--- config.mk ---
export PLATFORM = sky130hd
export DESIGN_NAME = ppt_cell
export DESIGN_NICKNAME = d
export VERILOG_FILES = /design/src/ppt_cell.sv
export SDC_FILE = /design/constraint.sdc
export NUM_CORES = 1
export LEC_CHECK = 0
export BUFFER_PORTS_ARGS = -buffer_cell sky130_fd_sc_hd__buf_2
export CORE_AREA = 5 5 99 83
export CTS_CLUSTER_DIAMETER = 40
export CTS_CLUSTER_SIZE = 25
export DETAILED_ROUTE_END_ITERATION = 10
export DIE_AREA = 0 0 104 88
export HOLD_SLACK_MARGIN = 0.06
export PLACE_DENSITY = 0.79
export SYNTH_ARGS = -nofsm -noshare
export SYNTH_HDL_FRONTEND = slang
export SYNTH_SLANG_ARGS = --single-unit
--- constraint.sdc ---
create_clock -name clk -period 2.8 [get_ports clk]
set_input_delay 0.28 -clock clk [delete_from_list [all_inputs] [get_ports clk]]
set_output_delay 0.28 -clock clk [all_outputs]
set_load 0.02 [all_outputs]
--- src/ppt_cell.sv ---
// One vertex cell of the rotating vertex ring.
`timescale 1ns / 1ps

module ppt_cell #(
  parameter int COORD_BITS = 32
) (
  input  logic                         clk,
  input  logic                         shift,
  input  logic                         load,
  input  logic signed [COORD_BITS-1:0] load_x,
  input  logic signed [COORD_BITS-1:0] load_y,
  input  logic signed [COORD_BITS-1:0] next_x,
  input  logic signed [COORD_BITS-1:0] next_y,
  output logic signed [COORD_BITS-1:0] x,
  output logic signed [COORD_BITS-1:0] y
);

  // A load writes the cell; otherwise a shift takes the neighbor's vertex.
  always_ff @(posedge clk) begin
    if (load) begin
      x <= load_x;
      y <= load_y;
    end else if (shift) begin
      x <= next_x;
      y <= next_y;
    end
  end

endmodule

* Yosys cells after proc, flatten, opt, wreduce, memory -nomap -nowiden
Index checks and enable logic that the tools add are counted.
W data, S select, Z words.
** Word-level totals
- Flip-flop bits (word level) :: 64
- Logic and storage cells :: 7
** Operators by class
- Mux-type cells :: 4
- Reduce and logical (&&, ||, !) cells :: 1
** Operators with widths (count)
- $mux W32 :: 4
- $reduce_bool A2 Y1 :: 1

* Longest topological paths before layout
- Depth in word-level cells :: 2
- Depth in mapped cells :: 3

* Worst setup path before layout
Ideal clock, no wire load.
- Path kind :: input to register
- Start point :: input load
- End point :: register x[0] (enable)
- Library setup time :: 0.426 ns
- Arrival time :: 2.029 ns
- Required time :: 2.374 ns
- Setup slack :: 0.346 ns
- Stages on the path :: 3
- Buffers on the path :: 2
- Path through :: buf_6 buf_6 or2_1
** Between the ends
- Word-level cells in the longest chain between the ends :: 1
** RTL lines
- from (decl) :: line 9 : input logic load,
- $reduce_bool A2 Y1 (no line)
- to (signal assigned) :: line 21 : x <= load_x;
- to (signal assigned) :: line 24 : x <= next_x;
- to (decl) :: line 14 : output logic signed [COORD_BITS-1:0] x,
Every way passes these cells.
A chain may end at the register's enable or synchronous reset.

* Final worst setup path
- Start point :: input load
- End point :: register x[30] (data pin)
** Between the ends
- Word-level cells in the longest chain between the ends :: 1
** RTL lines
- $mux W32 :: line 20 : if (load) begin
Every way passes these cells.

==> out/metrics.cfg <==
[run_status]
status=complete, no violations

[yosys]
ys_warn_count=0
synth_area_leader_cell=edfxtp_1
postSynthAreaPerCell_um2=21.4
synthTopCellsByArea=edfxtp_1, mux2_4, mux2_2, buf_6, or2_1
synth_edf_count=64
async_flop_share_pct=0
netlist_area_um2=2910
ys_ff_latch=64
synth_top_area_share_pct=66.1
ys_top_cells_by_count=edfxtp_1, mux2_4, mux2_2
synth_fp_nets=267
ys.flop_type=edfxtp_1
yosysUniqueCellTypes=6
synth_most_common_cell=edfxtp_1
seq_area_frac_synth_pct=66.1
synthCells=136

[clock_tree]
worst_setup_hold_path_clk_slew_ns=0.07
cts_resized=0
htreeDepth=3
cts_buffers=9
cts_tree=yes
cts.sinks=64
postCtsSetupRepairBufs=0
hold_buffers=0
cts_buffer_depth=2
cts_root_buf=clkbuf_8

[timing]
min_period_over_period_pct=48.5
hold_viol_final=0
worstMarginPinSlew_ns=0.534
period_minus_slack_ns=1.36
rsz0062_at_grt=false
fin_tns_setup_ns=0
slew_violations=0
setup_viol=0
clock.fmax_mhz=736
relSlewSlack_pct=64.4
fin_hold_ws_ns=0.241

[worst_setup_path]
critical-path-slowest-cell=buf_4
crit_type=primary input to flip-flop
crit_chain=buf_4 -> buf_12 -> mux2_2
required_ns=2.89
critical_path_arrival_ns=1.45
worstSetupStartpoint=load
max_stage_delay_ns=0.44
path_max_fanout=33
crit_path_start_kind=primary input
crit_path_end_kind=flip-flop

[layout]
fillers=586
finalInstanceArea_um2=4110
diodes=0
finish.utilization_pct=57.5
drive_gt1_share_pct=80.3
fin_nets=467
area_growth_pct=41.5

[placed_design]
hpwl_um=5440
dpl-instance-area_um2=3960
io_buffers=194
gp_congestion=0.722

[route]
vias=1942
via_per_inst=4.52
ant_nets=0
drtIter0Drc=44
dr.pass1.iters=4
totalWireLength_um=6870
wl_per_cell_um=16.0
route.detailed.drc=0

[grt]
grt_antenna_before_repair=0
grt_usage_pct=15.1
overflow=0
grt_pass1_vias=2133
grt_first_pass_wirelength_um=10500
grt_max_degree=65

[die]
die_h_um=88
initial_utilization_pct=40.7
io_pins=195
coreArea_um2=7150
die_area_um2=9150
fp.dieW_um=104
rows=28

[power]
p_leak_nw=1.98
max-vdd-ir-drop_mv=0.307
power_density_nw_per_um2=567

[flow_run]
maxCapViolations=0

[hold_path]
min_from=load_x[19]
hp-class=primary input to flip-flop

-- area by class of cell --
class,instances,area [um2],share of cell area [%]
Multi-Input combinational cell,65,911,22.2
Timing Repair Buffer,196,1010,24.7
Sequential cell,64,1920,46.7
Clock inverter,5,25.0,0.609
Clock buffer,10,128,3.10
Tap cell,90,113,2.74
-- per-layer routing --
layer | part of all wire [%] | vias up | GRT usage (%) | wire length, um
met5 | 0 | - | 0 | 0
met4 | 1.9 | 0 | 7.18 | 133
met3 | 13 | 12 | 8.47 | 871
met2 | 50 | 124 | 25.9 | 3470
met1 | 35 | 874 | 15.1 | 2390
li1 | - | 932 | - | -
-- critical path, delay by kind of cell --
kind	cells	cell delay [ns]
buffers and inverters	2	0.75
multiplexers	1	0.37
-- power by group --
part           total (W)  leakage (nW)  internal [W]  switching, W
sequential       0.00120         0.652       0.00118     0.0000270
combinational   0.000496          1.25      0.000235      0.000262
clock           0.000629        0.0770      0.000307      0.000323
-- logic make-up (layout without fill, tap and decap cells) --
kind of cell,Yosys count,count (layout),share of synthesized area (%)
muxes,64,64,31.1
buffers and inverters,7,211,2.50
DFF,64,64,66.1
and+or+nand+nor,1,1,0.215
-- sequential cells by signal (all words and copies together), names as in the netlist --
name,cells
y,32
x,32
-- per-stage QoR --
stage	power, W	setup WS, ns	std cells
after CTS	0.00238	1.46	430
after floorplan	0.00152	0.346	136
after global routing	0.00245	1.42	430
after detailed placement	0.00173	1.08	415
final	0.00233	1.44	430
after global placement	0.00172	1.13	415
-- worst paths after layout --
| path | slack, ns | cells past startpoint | to |
|---|---|---|---|
| max | 1.44 | 3 | x[30] |
| min | 0.24 | 2 | x[19] |
-- cell usage in the layout, fill, tap and decap left out, types with 2 or more instances in the layout --
| master | count |
|---|---|
| edfxtp_1 | 64 |
| clkinv_2 | 2 |
| clkinv_1 | 2 |
| buf_12 | 2 |
| mux2_4 | 49 |
| buf_2 | 193 |
| clkbuf_8 | 9 |
| mux2_2 | 15 |
Note: power is estimated with default switching activity, not from simulation.
